File: config.mk
export PLATFORM = sky130hd
export DESIGN_NAME = go_back_n_sender
export DESIGN_NICKNAME = d
export VERILOG_FILES = /design/src/gbn_pkg.sv /design/src/gbn_ctrl.sv /design/src/gbn_dp.sv /design/src/go_back_n_sender.sv
export SDC_FILE = /design/constraint.sdc
export NUM_CORES = 1
export LEC_CHECK = 0
export ABC_AREA = 0
export BUFFER_PORTS_ARGS = -buffer_cell sky130_fd_sc_hd__buf_2
export CORE_AREA = 10 10 222 161
export CTS_CLUSTER_DIAMETER = 120
export DETAILED_ROUTE_END_ITERATION = 7
export DIE_AREA = 0 0 232 171
export PLACE_DENSITY = 0.81
export RECOVER_POWER = 100
export REMOVE_ABC_BUFFERS = 1
export SYNTH_ARGS = -nofsm -noshare
export SYNTH_HDL_FRONTEND = slang
export SYNTH_HIERARCHICAL = 1
export SYNTH_SLANG_ARGS = --single-unit
File: constraint.sdc
create_clock -name i_clk -period 8.1 [get_ports i_clk]
set_clock_uncertainty 0.05 [all_clocks]
set_input_delay 0.81 -clock i_clk [delete_from_list [all_inputs] [get_ports i_clk]]
set_output_delay 0.81 -clock i_clk [all_outputs]
set_load 0.01 [all_outputs]
File: src/gbn_pkg.sv
// shared types, codes and constants of the go-back-n sender
`default_nettype none

package gbn_pkg;

    // fixed field widths
    localparam int SEQ_BITS     = 16;
    localparam int PAYLOAD_BITS = 32;
    localparam int WIN_BITS     = 4;

    // most packets ever outstanding, and the width of a count up to it
    localparam int MAX_OUT = 8;
    localparam int CNT_W   = $clog2(MAX_OUT + 1);

    // default store depth and window after reset
    localparam int BUFFER_DEPTH_DEF = 8;
    localparam logic [WIN_BITS-1:0] WIN_RESET = WIN_BITS'(4);

    // command codes
    localparam logic [1:0] CMD_SEND    = 2'd0;
    localparam logic [1:0] CMD_ACK     = 2'd1;
    localparam logic [1:0] CMD_TIMEOUT = 2'd2;

    // timer action codes
    localparam logic [1:0] TMR_NONE    = 2'd0;
    localparam logic [1:0] TMR_START   = 2'd1;
    localparam logic [1:0] TMR_STOP    = 2'd2;
    localparam logic [1:0] TMR_RESTART = 2'd3;

    // input item
    typedef struct packed {
        logic [1:0]              command;
        logic [PAYLOAD_BITS-1:0] payload;
        logic [SEQ_BITS-1:0]     ack_num;
        logic                    ack_ok;
    } t_in_item;

    // result item
    typedef struct packed {
        logic                    accepted;
        logic                    pkt_valid;
        logic [SEQ_BITS-1:0]     pkt_seq;
        logic [PAYLOAD_BITS-1:0] pkt_payload;
        logic [1:0]              timer_action;
        logic                    window_full;
        logic                    last;
    } t_out_item;

    // controller states
    typedef enum logic {
        ST_IDLE,
        ST_RETX
    } t_state;

    // controller to datapath
    typedef struct packed {
        logic accept;
        logic retx_step;
    } t_dp_ctrl;

    // datapath to controller
    typedef struct packed {
        logic out_free;
        logic starts_burst;
        logic burst_last;
    } t_dp_status;

endpackage

`default_nettype wire

File: src/gbn_ctrl.sv
// controller state machine of the go-back-n sender
`default_nettype none

module gbn_ctrl (
    input  wire logic               i_clk,
    input  wire logic               i_rst_n,
    input  wire logic               i_in_valid,
    output logic                    o_in_stall,
    input  wire gbn_pkg::t_dp_status i_status,
    output gbn_pkg::t_dp_ctrl       o_ctrl
);

    gbn_pkg::t_state r_state;
    gbn_pkg::t_state n_state;

    // state register
    always_ff @(posedge i_clk) begin
        if (!i_rst_n) begin
            r_state <= gbn_pkg::ST_IDLE;
        end else begin
            r_state <= n_state;
        end
    end

    // next state
    always_comb begin
        n_state = r_state;
        unique case (r_state)
            gbn_pkg::ST_IDLE: begin
                if (i_in_valid && i_status.out_free && i_status.starts_burst) begin
                    n_state = gbn_pkg::ST_RETX;
                end
            end
            gbn_pkg::ST_RETX: begin
                if (i_status.out_free && i_status.burst_last) begin
                    n_state = gbn_pkg::ST_IDLE;
                end
            end
            default: n_state = gbn_pkg::ST_IDLE;
        endcase
    end

    // outputs; no item is taken while reset is held
    always_comb begin
        o_in_stall       = 1'b1;
        o_ctrl.accept    = 1'b0;
        o_ctrl.retx_step = 1'b0;
        unique case (r_state)
            gbn_pkg::ST_IDLE: begin
                o_in_stall    = !i_status.out_free || !i_rst_n;
                o_ctrl.accept = i_in_valid && i_status.out_free && i_rst_n;
            end
            gbn_pkg::ST_RETX: begin
                o_ctrl.retx_step = i_status.out_free;
            end
            default: o_in_stall = 1'b1;
        endcase
    end

endmodule

`default_nettype wire

File: src/gbn_dp.sv
// window registers, packet store and result register of the go-back-n sender
`default_nettype none

module gbn_dp #(
    parameter int BUFFER_DEPTH = gbn_pkg::BUFFER_DEPTH_DEF
) (
    input  wire logic                         i_clk,
    input  wire logic                         i_rst_n,
    input  wire logic                         i_cfg_we,
    input  wire logic [gbn_pkg::WIN_BITS-1:0] i_cfg_wdata,
    input  wire gbn_pkg::t_in_item            i_in,
    input  wire gbn_pkg::t_dp_ctrl            i_ctrl,
    output gbn_pkg::t_dp_status               o_status,
    output logic                              o_out_valid,
    input  wire logic                         i_out_stall,
    output gbn_pkg::t_out_item                o_out
);

    localparam int SLOT_W = $clog2(BUFFER_DEPTH);
    localparam int CAP    = (BUFFER_DEPTH < gbn_pkg::MAX_OUT) ? BUFFER_DEPTH
                                                              : gbn_pkg::MAX_OUT;
    localparam int SB     = gbn_pkg::SEQ_BITS;
    localparam int CW     = gbn_pkg::CNT_W;

    // ring index modulo depth; the sum always stays below twice the depth
    function automatic logic [SLOT_W-1:0] wrap_slot(input logic [SLOT_W:0] sum);
        logic [SLOT_W:0] red;
        red = (sum >= (SLOT_W+1)'(BUFFER_DEPTH)) ? sum - (SLOT_W+1)'(BUFFER_DEPTH) : sum;
        return red[SLOT_W-1:0];
    endfunction

    logic [gbn_pkg::WIN_BITS-1:0]     r_win_size;
    logic [SB-1:0]                    r_base;
    logic [SB-1:0]                    n_base;
    logic [SB-1:0]                    r_next;
    logic [SB-1:0]                    n_next;
    logic                             r_waiting;
    logic                             n_waiting;
    logic [SLOT_W-1:0]                r_base_slot;
    logic [SLOT_W-1:0]                n_base_slot;
    logic [CW-1:0]                    r_idx;
    logic [CW-1:0]                    n_idx;
    logic                             r_out_valid;
    gbn_pkg::t_out_item               r_out;
    gbn_pkg::t_out_item               n_res;
    logic                             load;

    logic [gbn_pkg::PAYLOAD_BITS-1:0] r_store [BUFFER_DEPTH];
    logic [gbn_pkg::PAYLOAD_BITS-1:0] r_rd_data;
    logic                             wr_en;
    logic [SLOT_W-1:0]                wr_addr;
    logic                             rd_en;
    logic [SLOT_W-1:0]                rd_addr;

    logic [CW-1:0]                    win;
    logic [SB-1:0]                    win_ext;
    logic [SB-1:0]                    outs;
    logic [CW-1:0]                    outs_c;
    logic [SB-1:0]                    ack_gap;
    logic [CW-1:0]                    adv;
    logic [SB-1:0]                    ack_next;
    logic [SB-1:0]                    outs_after_ack;
    logic [CW-1:0]                    idx_inc;
    logic                             send_ok;
    logic                             ack_good;

    // effective window, saturated to one .. min(depth, eight)
    always_comb begin
        win = CW'(r_win_size);
        if (r_win_size == '0) begin
            win = CW'(1);
        end else if (r_win_size > gbn_pkg::WIN_BITS'(CAP)) begin
            win = CW'(CAP);
        end
    end

    // window arithmetic; outstanding never exceeds eight
    assign win_ext        = SB'(win);
    assign outs           = r_next - r_base;
    assign outs_c         = outs[CW-1:0];
    assign ack_gap        = i_in.ack_num - r_base;
    assign adv            = ack_gap[CW-1:0] + CW'(1);
    assign ack_next       = i_in.ack_num + SB'(1);
    assign outs_after_ack = r_next - ack_next;
    assign idx_inc        = r_idx + CW'(1);
    assign send_ok        = !r_waiting && (outs < win_ext);
    assign ack_good       = i_in.ack_ok && (ack_gap < outs);

    // status to the controller
    assign o_status.out_free     = !r_out_valid || !i_out_stall;
    assign o_status.starts_burst = (i_in.command == gbn_pkg::CMD_TIMEOUT) && (outs != '0);
    assign o_status.burst_last   = (idx_inc == outs_c);

    // command execution and burst steps
    always_comb begin
        n_base            = r_base;
        n_next            = r_next;
        n_waiting         = r_waiting;
        n_base_slot       = r_base_slot;
        n_idx             = r_idx;
        wr_en             = 1'b0;
        wr_addr           = wrap_slot((SLOT_W+1)'(r_base_slot) + (SLOT_W+1)'(outs_c));
        rd_en             = 1'b0;
        rd_addr           = r_base_slot;
        load              = 1'b0;
        n_res             = '0;
        n_res.window_full = r_waiting;
        n_res.last        = 1'b1;
        if (i_ctrl.accept) begin
            rd_en = 1'b1;
            n_idx = '0;
            load  = 1'b1;
            unique case (i_in.command)
                gbn_pkg::CMD_SEND: begin
                    if (send_ok) begin
                        wr_en              = 1'b1;
                        n_next             = r_next + SB'(1);
                        n_waiting          = (outs + SB'(1)) >= win_ext;
                        n_res.accepted     = 1'b1;
                        n_res.pkt_valid    = 1'b1;
                        n_res.pkt_seq      = r_next;
                        n_res.pkt_payload  = i_in.payload;
                        n_res.timer_action = (outs == '0) ? gbn_pkg::TMR_START
                                                          : gbn_pkg::TMR_NONE;
                        n_res.window_full  = n_waiting;
                    end
                end
                gbn_pkg::CMD_ACK: begin
                    if (ack_good) begin
                        n_base             = ack_next;
                        n_base_slot        = wrap_slot((SLOT_W+1)'(r_base_slot)
                                                       + (SLOT_W+1)'(adv));
                        n_waiting          = outs_after_ack >= win_ext;
                        n_res.accepted     = 1'b1;
                        n_res.timer_action = (outs_after_ack == '0) ? gbn_pkg::TMR_STOP
                                                                    : gbn_pkg::TMR_RESTART;
                        n_res.window_full  = n_waiting;
                    end
                end
                gbn_pkg::CMD_TIMEOUT: begin
                    // a non-empty window starts a resend burst, results come later
                    load = (outs == '0);
                end
                default: begin
                    load = 1'b1;
                end
            endcase
        end else if (i_ctrl.retx_step) begin
            load               = 1'b1;
            n_res.pkt_valid    = 1'b1;
            n_res.pkt_seq      = r_base + SB'(r_idx);
            n_res.pkt_payload  = r_rd_data;
            n_res.timer_action = (r_idx == '0) ? gbn_pkg::TMR_RESTART : gbn_pkg::TMR_NONE;
            n_res.last         = o_status.burst_last;
            n_idx              = idx_inc;
            rd_en              = 1'b1;
            rd_addr            = wrap_slot((SLOT_W+1)'(r_base_slot) + (SLOT_W+1)'(idx_inc));
        end
    end

    // window control registers
    always_ff @(posedge i_clk) begin
        if (!i_rst_n) begin
            r_win_size  <= gbn_pkg::WIN_RESET;
            r_base      <= '0;
            r_next      <= '0;
            r_waiting   <= 1'b0;
            r_base_slot <= '0;
            r_idx       <= '0;
        end else begin
            if (i_cfg_we) begin
                r_win_size <= i_cfg_wdata;
            end
            r_base      <= n_base;
            r_next      <= n_next;
            r_waiting   <= n_waiting;
            r_base_slot <= n_base_slot;
            r_idx       <= n_idx;
        end
    end

    // packet store, one write and one registered read port
    always_ff @(posedge i_clk) begin
        if (wr_en) begin
            r_store[wr_addr] <= i_in.payload;
        end
        if (rd_en) begin
            r_rd_data <= r_store[rd_addr];
        end
    end

    // result register
    always_ff @(posedge i_clk) begin
        if (!i_rst_n) begin
            r_out_valid <= 1'b0;
        end else if (load) begin
            r_out_valid <= 1'b1;
        end else if (!i_out_stall) begin
            r_out_valid <= 1'b0;
        end
    end

    always_ff @(posedge i_clk) begin
        if (load) begin
            r_out <= n_res;
        end
    end

    assign o_out_valid = r_out_valid;
    assign o_out       = r_out;

endmodule

`default_nettype wire

File: src/go_back_n_sender.sv
// top level of the go-back-n sender window
//
//   channel   direction  handshake            payload
//   in        input      i_in_valid/o_in_stall   gbn_pkg::t_in_item
//   out       output     o_out_valid/i_out_stall gbn_pkg::t_out_item
//   cfg       input      i_cfg_we             i_cfg_wdata (window size)
//
// send, ack, refused and empty-timeout items each give one result; a timeout
// with n packets outstanding gives n results, one resent packet per result;
// one store read is issued per cycle on the single read port unless the output stalls.
// reset is synchronous; the store is not cleared, only written slots are read.
// a held result on the output stalls new items and the resend burst.
`default_nettype none

module go_back_n_sender #(
    parameter int BUFFER_DEPTH = gbn_pkg::BUFFER_DEPTH_DEF
) (
    input  wire logic                         i_clk,
    input  wire logic                         i_rst_n,
    input  wire logic                         i_cfg_we,
    input  wire logic [gbn_pkg::WIN_BITS-1:0] i_cfg_wdata,
    input  wire logic                         i_in_valid,
    output logic                              o_in_stall,
    input  wire gbn_pkg::t_in_item            i_in,
    output logic                              o_out_valid,
    input  wire logic                         i_out_stall,
    output gbn_pkg::t_out_item                o_out
);

    gbn_pkg::t_dp_ctrl   ctrl;
    gbn_pkg::t_dp_status status;

    // command sequencing
    gbn_ctrl u_ctrl (
        .i_clk      (i_clk),
        .i_rst_n    (i_rst_n),
        .i_in_valid (i_in_valid),
        .o_in_stall (o_in_stall),
        .i_status   (status),
        .o_ctrl     (ctrl)
    );

    // window state, store and result register
    gbn_dp #(
        .BUFFER_DEPTH (BUFFER_DEPTH)
    ) u_dp (
        .i_clk       (i_clk),
        .i_rst_n     (i_rst_n),
        .i_cfg_we    (i_cfg_we),
        .i_cfg_wdata (i_cfg_wdata),
        .i_in        (i_in),
        .i_ctrl      (ctrl),
        .o_status    (status),
        .o_out_valid (o_out_valid),
        .i_out_stall (i_out_stall),
        .o_out       (o_out)
    );

endmodule

`default_nettype wire

After elaboration in Yosys (flattened, before gate mapping)
Memory sizes are Yosys's and may differ from the RTL's. A register that Yosys moved wholly into a read port is not among the register bits.
Index checks and enable logic that the tools add are counted.
Widths: inputs -> output; s select.
Word-level totals
  register bits after elaboration: 100
  memory bits (writable): 256
  output and inout port bits: 56
  logic and storage cells: 113
  memories: 1
Operators by class
  $add $sub $neg: 15
  $lt $le $gt $ge: 8
  equal/unequal tests: 6
  mux-type cells: 39
  bitwise gates (word level): 3
  reductions and logical operators: 26
Memories
  u_dp.r_store: words 8, bits a word 32, read ports 1, clocked after memory_dff 1, wr ports 1, RTL line gbn_dp.sv:48  | logic [gbn_pkg::PAYLOAD_BITS-1:0] r_store [BUFFER_DEPTH];
Operators with widths (count)
  $mux 51: 2
  $mux 53: 1
  $mux 49: 1
  $add 16x1->16 const B: 3
  $sub 16x16->16: 3
  $ge 16x4->1: 2
  $logic_not 16->1: 2
  $mux 1: 22
  $mux 3: 6
  $add 16x4->16: 1
  $lt 16x16->1: 1
  $lt 16x4->1: 1
  $reduce_bool 16->1: 1
  $add 3x4->4: 3
  $ge 4x4->1 const B: 3
  $sub 3x1->3 const B: 3
  $add 4x1->4 const B: 2
  $logic_not 4->1: 2
  $mux 4: 2
  $logic_and 1x1->1: 7
  $ne 2x1->1 const B: 3
  $pmux 1 s2: 3
  $pmux 3 s2: 1
  $reduce_and 3->1: 2
  12 further kinds: 20

Longest topological paths before layout
  depth in word-level cells: 10
  mapped depth: 23
  depth with buffers taken out: 22

Cells and area by module
Netlist, hierarchy kept.
Modules (own cells, without submodules)
  gbn_dp: times used 1, cells an instance 1330, area an instance 18870.6 um^2, seq. area each 11170.7 um^2
  gbn_ctrl: times used 1, cells an instance 8, area an instance 67.6 um^2, seq. area each 20.0 um^2

Least setup slack after synthesis
Ideal clock, no wire load.
  path kind: reg-to-reg
  start: register u_dp.r_next[0]
  end: register u_dp.r_out (netlist bit u_dp/o_out[0]), enable pin
  arrival time: 6544 ps
  slack: 955 ps
  stages on the path, launching flop included: 14
  buffers on the path: 0
  period minus slack after synthesis: 7145 ps
  cells stage by stage: dfxtp_1 > inv_1 > ha_1 > inv_1 > fa_1 > a21o_1 > a22oi_1 > a221oi_2 > a221oi_2 > xor2_1 > nand4_2 > nor3_4 > a21oi_1 > a21boi_0
Between the ends
  cells in the longest elaborated chain, start to end: 4
Ends and longest elaborated chain
  from (decl): RTL line gbn_dp.sv:35  | logic [SB-1:0] r_next;
  from (signal assigned): RTL line gbn_dp.sv:175  | r_next <= n_next;
  $sub 16x16->16: RTL line gbn_dp.sv:79  | assign outs = r_next - r_base;
  $logic_not 16->1: RTL line gbn_dp.sv:142  | load = (outs == '0);
  $mux 1: RTL line gbn_dp.sv:113  | unique case (i_in.command)
  $mux 1: RTL line gbn_dp.sv:109  | if (i_ctrl.accept) begin
  named net u_dp.load: RTL line gbn_dp.sv:46  | logic load;
  to (signal assigned): RTL line gbn_dp.sv:205  | r_out <= n_res;
  to (decl): RTL line gbn_dp.sv:44  | gbn_pkg::t_out_item r_out;
The timed path passes the listed nets, and every way through them passes these cells.
A chain may end at the register's enable or synchronous reset.

Worst setup path in the final report
  start: register u_dp.r_next[0]
  end: memory u_dp/r_store[4][29] (netlist name), enable pin
Between the ends
  cells in the longest elaborated chain, start to end: 8
  elaborated cells on any way between the ends: 12
  classes of those cells: add/sub: 3; order compare: 2; mux: 6; reduce/logical: 1
Ends and longest elaborated chain
  $sub 16x16->16 *: RTL line gbn_dp.sv:79
  $lt 16x4->1: RTL line gbn_dp.sv:86  | assign send_ok = !r_waiting && (outs < win_ext);
  $logic_and 1x1->1: RTL line gbn_dp.sv:86
  $mux 1: RTL line gbn_dp.sv:115  | if (send_ok) begin
  $mux 1: RTL line gbn_dp.sv:113
  $mux 1: RTL line gbn_dp.sv:109
  $mux 1: RTL line gbn_dp.sv:184  | if (wr_en) begin
  $mux 1 (not written as such): RTL line gbn_dp.sv:185  | r_store[wr_addr] <= i_in.payload;
  to (decl): RTL line gbn_dp.sv:48
Every way passes the cells marked *; elsewhere a longest branch is shown, timed or not.

==> impl_metrics.ini <==
[timing]
rsz0062_at_grt = false
period_share_pct = 77.2
worst_slew_pin_slew_ns = 1.98
fmax_mhz = 160
slew_violations = 297
hold_viol = 0
fin_tns_setup_ns = 0
relSlewSlack_pct = -31.7
setup_viol = 0
finalCriticalPeriod_ns = 6.25
hold-worst-slack_ns = 0.457

[yosys]
synth.area.top_cells = edfxtp_1 54%, mux4_2 7.6%, ha_1 5.5%, dfxtp_1 4.9%, xnor2_1 2.5%
synth_cell_types = 91
synth_edf_count = 342
ys_seq_area_share_pct = 59.1
ys_ff_latch = 388
yosys.area.top_type = edfxtp_1
synth_top_area_share_pct = 54.2
synth_area_um2 = 18900
yosys_warnings = 6
synth_common_cells = 342 x edfxtp_1, 84 x ha_1, 76 x nor2_1
syn_inst = 1338
synth_most_common_cell = edfxtp_1
syn_area_per_cell_um2 = 14.2
synthFlopType = edfxtp_1
async_flop_share_pct = 0

[setup_path]
r2r_setup_slack_ns = 1.85
ff2ff_path_depth = 14
r2r-start = u_dp/r_next[0]
critPathCaptureType = flip-flop
critical_path_class = flip-flop to flip-flop
r2r_end = u_dp/r_store[4][29]
cp_max_fo = 32
cp_data_required_time_ns = 8.16
startpoint_type = flip-flop
crit_arrival_ns = 6.32

[clocking]
worst_skew_pair.late_latency_ns = 0.53
cts_max_level = 2
clock-root-buffer = clkbuf_16
post_cts_resized = 0
cts_buffers = 37
ctsHoldBuffers = 0
cts_max_path_buffers = 3
cts_sinks = 388
cts_tree = built
path_clk_slew_ns = 0.07
cts_setup_buffers = 0

[detailed_routing]
routed_wirelength_um = 46600
drt.antenna.violating_nets = 0
first_iter_violations = 1430
drc = 0
vias = 12120
via_per_inst = 6.33
wl_per_cell_um = 24.3
first_pass_iters = 6

[floorplanning]
core_area_um2 = 31700
die_w_um = 232
die_y_um = 171
die_area_um2 = 39700
io_pins = 116
rows = 55
initial_core_util_pct = 59.8

[power_and_ir_drop]
ir_worst_vdd_mv = 0.146
power_leakage_nw = 7.19
p_per_area_nw_per_um2 = 217
power_mw = 4.54

[flow_run]
maxCapViolCount = 9

[place]
gp_congestion = 0.921
numPortBuffers = 115
hpwl_um = 30300

[cells_and_area]
utilization_pct = 66.2
n_fill_cell = 2248
area_growth_pct = 10.6
drive_above_1_share_pct = 14.6
nets = 1610

[hold_path]
whs_path_depth = 2
hold_start = u_dp/r_base[11]
hold_end = u_dp/r_base[11]
hp-class = flip-flop to flip-flop

[grt]
antenna_found_initial = 3
grt_max_degree = 65
grt_pass1_vias = 11995
grt_usage_pct = 23.3
grt_pass1_wl_um = 71000
grt-ovfl-total = 0

[status]
violations = max-capacitance violations, max-slew violations
outcome = finished, violations left
==> flip-flops by register name (all words and copies together) (netlist names), 3 cells and up <==
signal / flops
u_dp/r_rd_data: 32
u_dp/r_idx: 4
u_dp/r_base: 16
u_dp/r_store: 256
u_dp/r_next: 16
u_dp/o_out: 54
u_dp/r_base_slot: 3
u_dp/r_win_size: 4
==> metrics by stage <==
| stage | cells | worst slack [ns] | instance area (um2) |
|---|---|---|---|
| 2_1_floorplan | 1290 | -1.39 | 18700 |
| 3_3_place_gp | 1847 | 2.89 | 20000 |
| 4_1_cts | 1914 | 2.91 | 21100 |
| 6_report | 1916 | 1.85 | 21000 |
| 3_5_place_dp | 1847 | 2.79 | 20000 |
| 5_1_grt | 1915 | 1.42 | 21000 |
==> cells by family (layout without fill, tap and decap cells) <==
group	count (synthesis)	count (layout)	share of synthesized area [%]
flops	388	388	59.1
simple gates	325	325	9.06
fa+ha+maj	91	91	6.29
compound gates	231	231	8.83
other cells	0	2	0
mux	111	111	10.3
xor+xnor	84	84	4.10
buf+inv	108	257	2.32
==> power breakdown <==
group,switching [mW],total [mW],internal (mW)
logic,0.382,0.622,0.240
registers,0.0243,2.29,2.26
clock network,0.719,1.63,0.910
total,1.13,4.54,3.41
==> worst max path at each step <==
stage | start | end | slack (ns)
after global placement | i_in[1] | u_dp/r_base_slot[2] | 2.89
final | u_dp/r_next[0] | u_dp/r_store[4][29] | 1.85
after detailed placement | i_in[1] | u_dp/r_base_slot[0] | 2.79
after global routing | u_dp/r_next[0] | u_dp/r_store[5][29] | 1.42
after floorplan | i_out_stall | u_dp/r_rd_data[0] | -1.39
after CTS | u_dp/r_next[0] | u_dp/r_store[4][29] | 2.91
==> area by class of cell <==
type | instances | area, um2 | area share [%]
Inverter | 60 | 231 | 1.10
Timing Repair Buffer | 130 | 556 | 2.65
Multi-Input combinational cell | 842 | 7320 | 34.9
Sequential cell | 388 | 11200 | 53.4
Clock buffer | 47 | 963 | 4.60
Tap cell | 427 | 534 | 2.55
Clock inverter | 20 | 150 | 0.717
Antenna cell | 2 | 5.00 | 0.0239
==> cells in the final DEF, fill, tap and decap left out, types with 14 or more instances in the layout <==
| cell | Yosys | routed |
|---|---|---|
| buf_2 | 7 | 26 |
| mux2_2 | 32 | 31 |
| edfxtp_1 | 342 | 342 |
| nand2b_1 | 17 | 17 |
| clkbuf_1 | 31 | 104 |
| a22o_1 | 33 | 33 |
| xnor2_1 | 54 | 53 |
| mux4_2 | 64 | 64 |
| a21o_1 | 14 | 14 |
| xor2_1 | 26 | 26 |
| a211oi_1 | 20 | 20 |
| nor2_1 | 76 | 76 |
| ha_1 | 84 | 84 |
| nor3_1 | 21 | 22 |
| dfxtp_1 | 46 | 46 |
| a21oi_1 | 46 | 44 |
| inv_1 | 56 | 56 |
| mux2i_1 | 15 | 15 |
| clkbuf_16 | 0 | 37 |
| nand2_1 | 74 | 74 |
| o21ai_0 | 33 | 34 |
| nand3_1 | 34 | 35 |
| and3_1 | 18 | 18 |
==> critical path, cell delays in order, from the launching register on <==
cell,delay (ns)
dfxtp_1,0.39
inv_1,0.11
ha_1,0.21
inv_1,0.08
fa_1,0.26
a21o_1,0.20
a22oi_1,0.10
a221oi_1,0.60
a221oi_1,0.22
xor2_1,0.47
nand4b_1,0.16
nor4b_1,0.56
nand2_1,0.59
nor2_1,0.32
and3_1,1.47
==> per-layer routing <==
metal	GRT usage, %	wire (um)	up-vias
li1	-	-	5448
met1	33.7	20000	5958
met2	35.2	21000	630
met3	4.83	4570	82
met4	6.74	1020	2
met5	0	7	-
(Power assumes the default switching activity.)
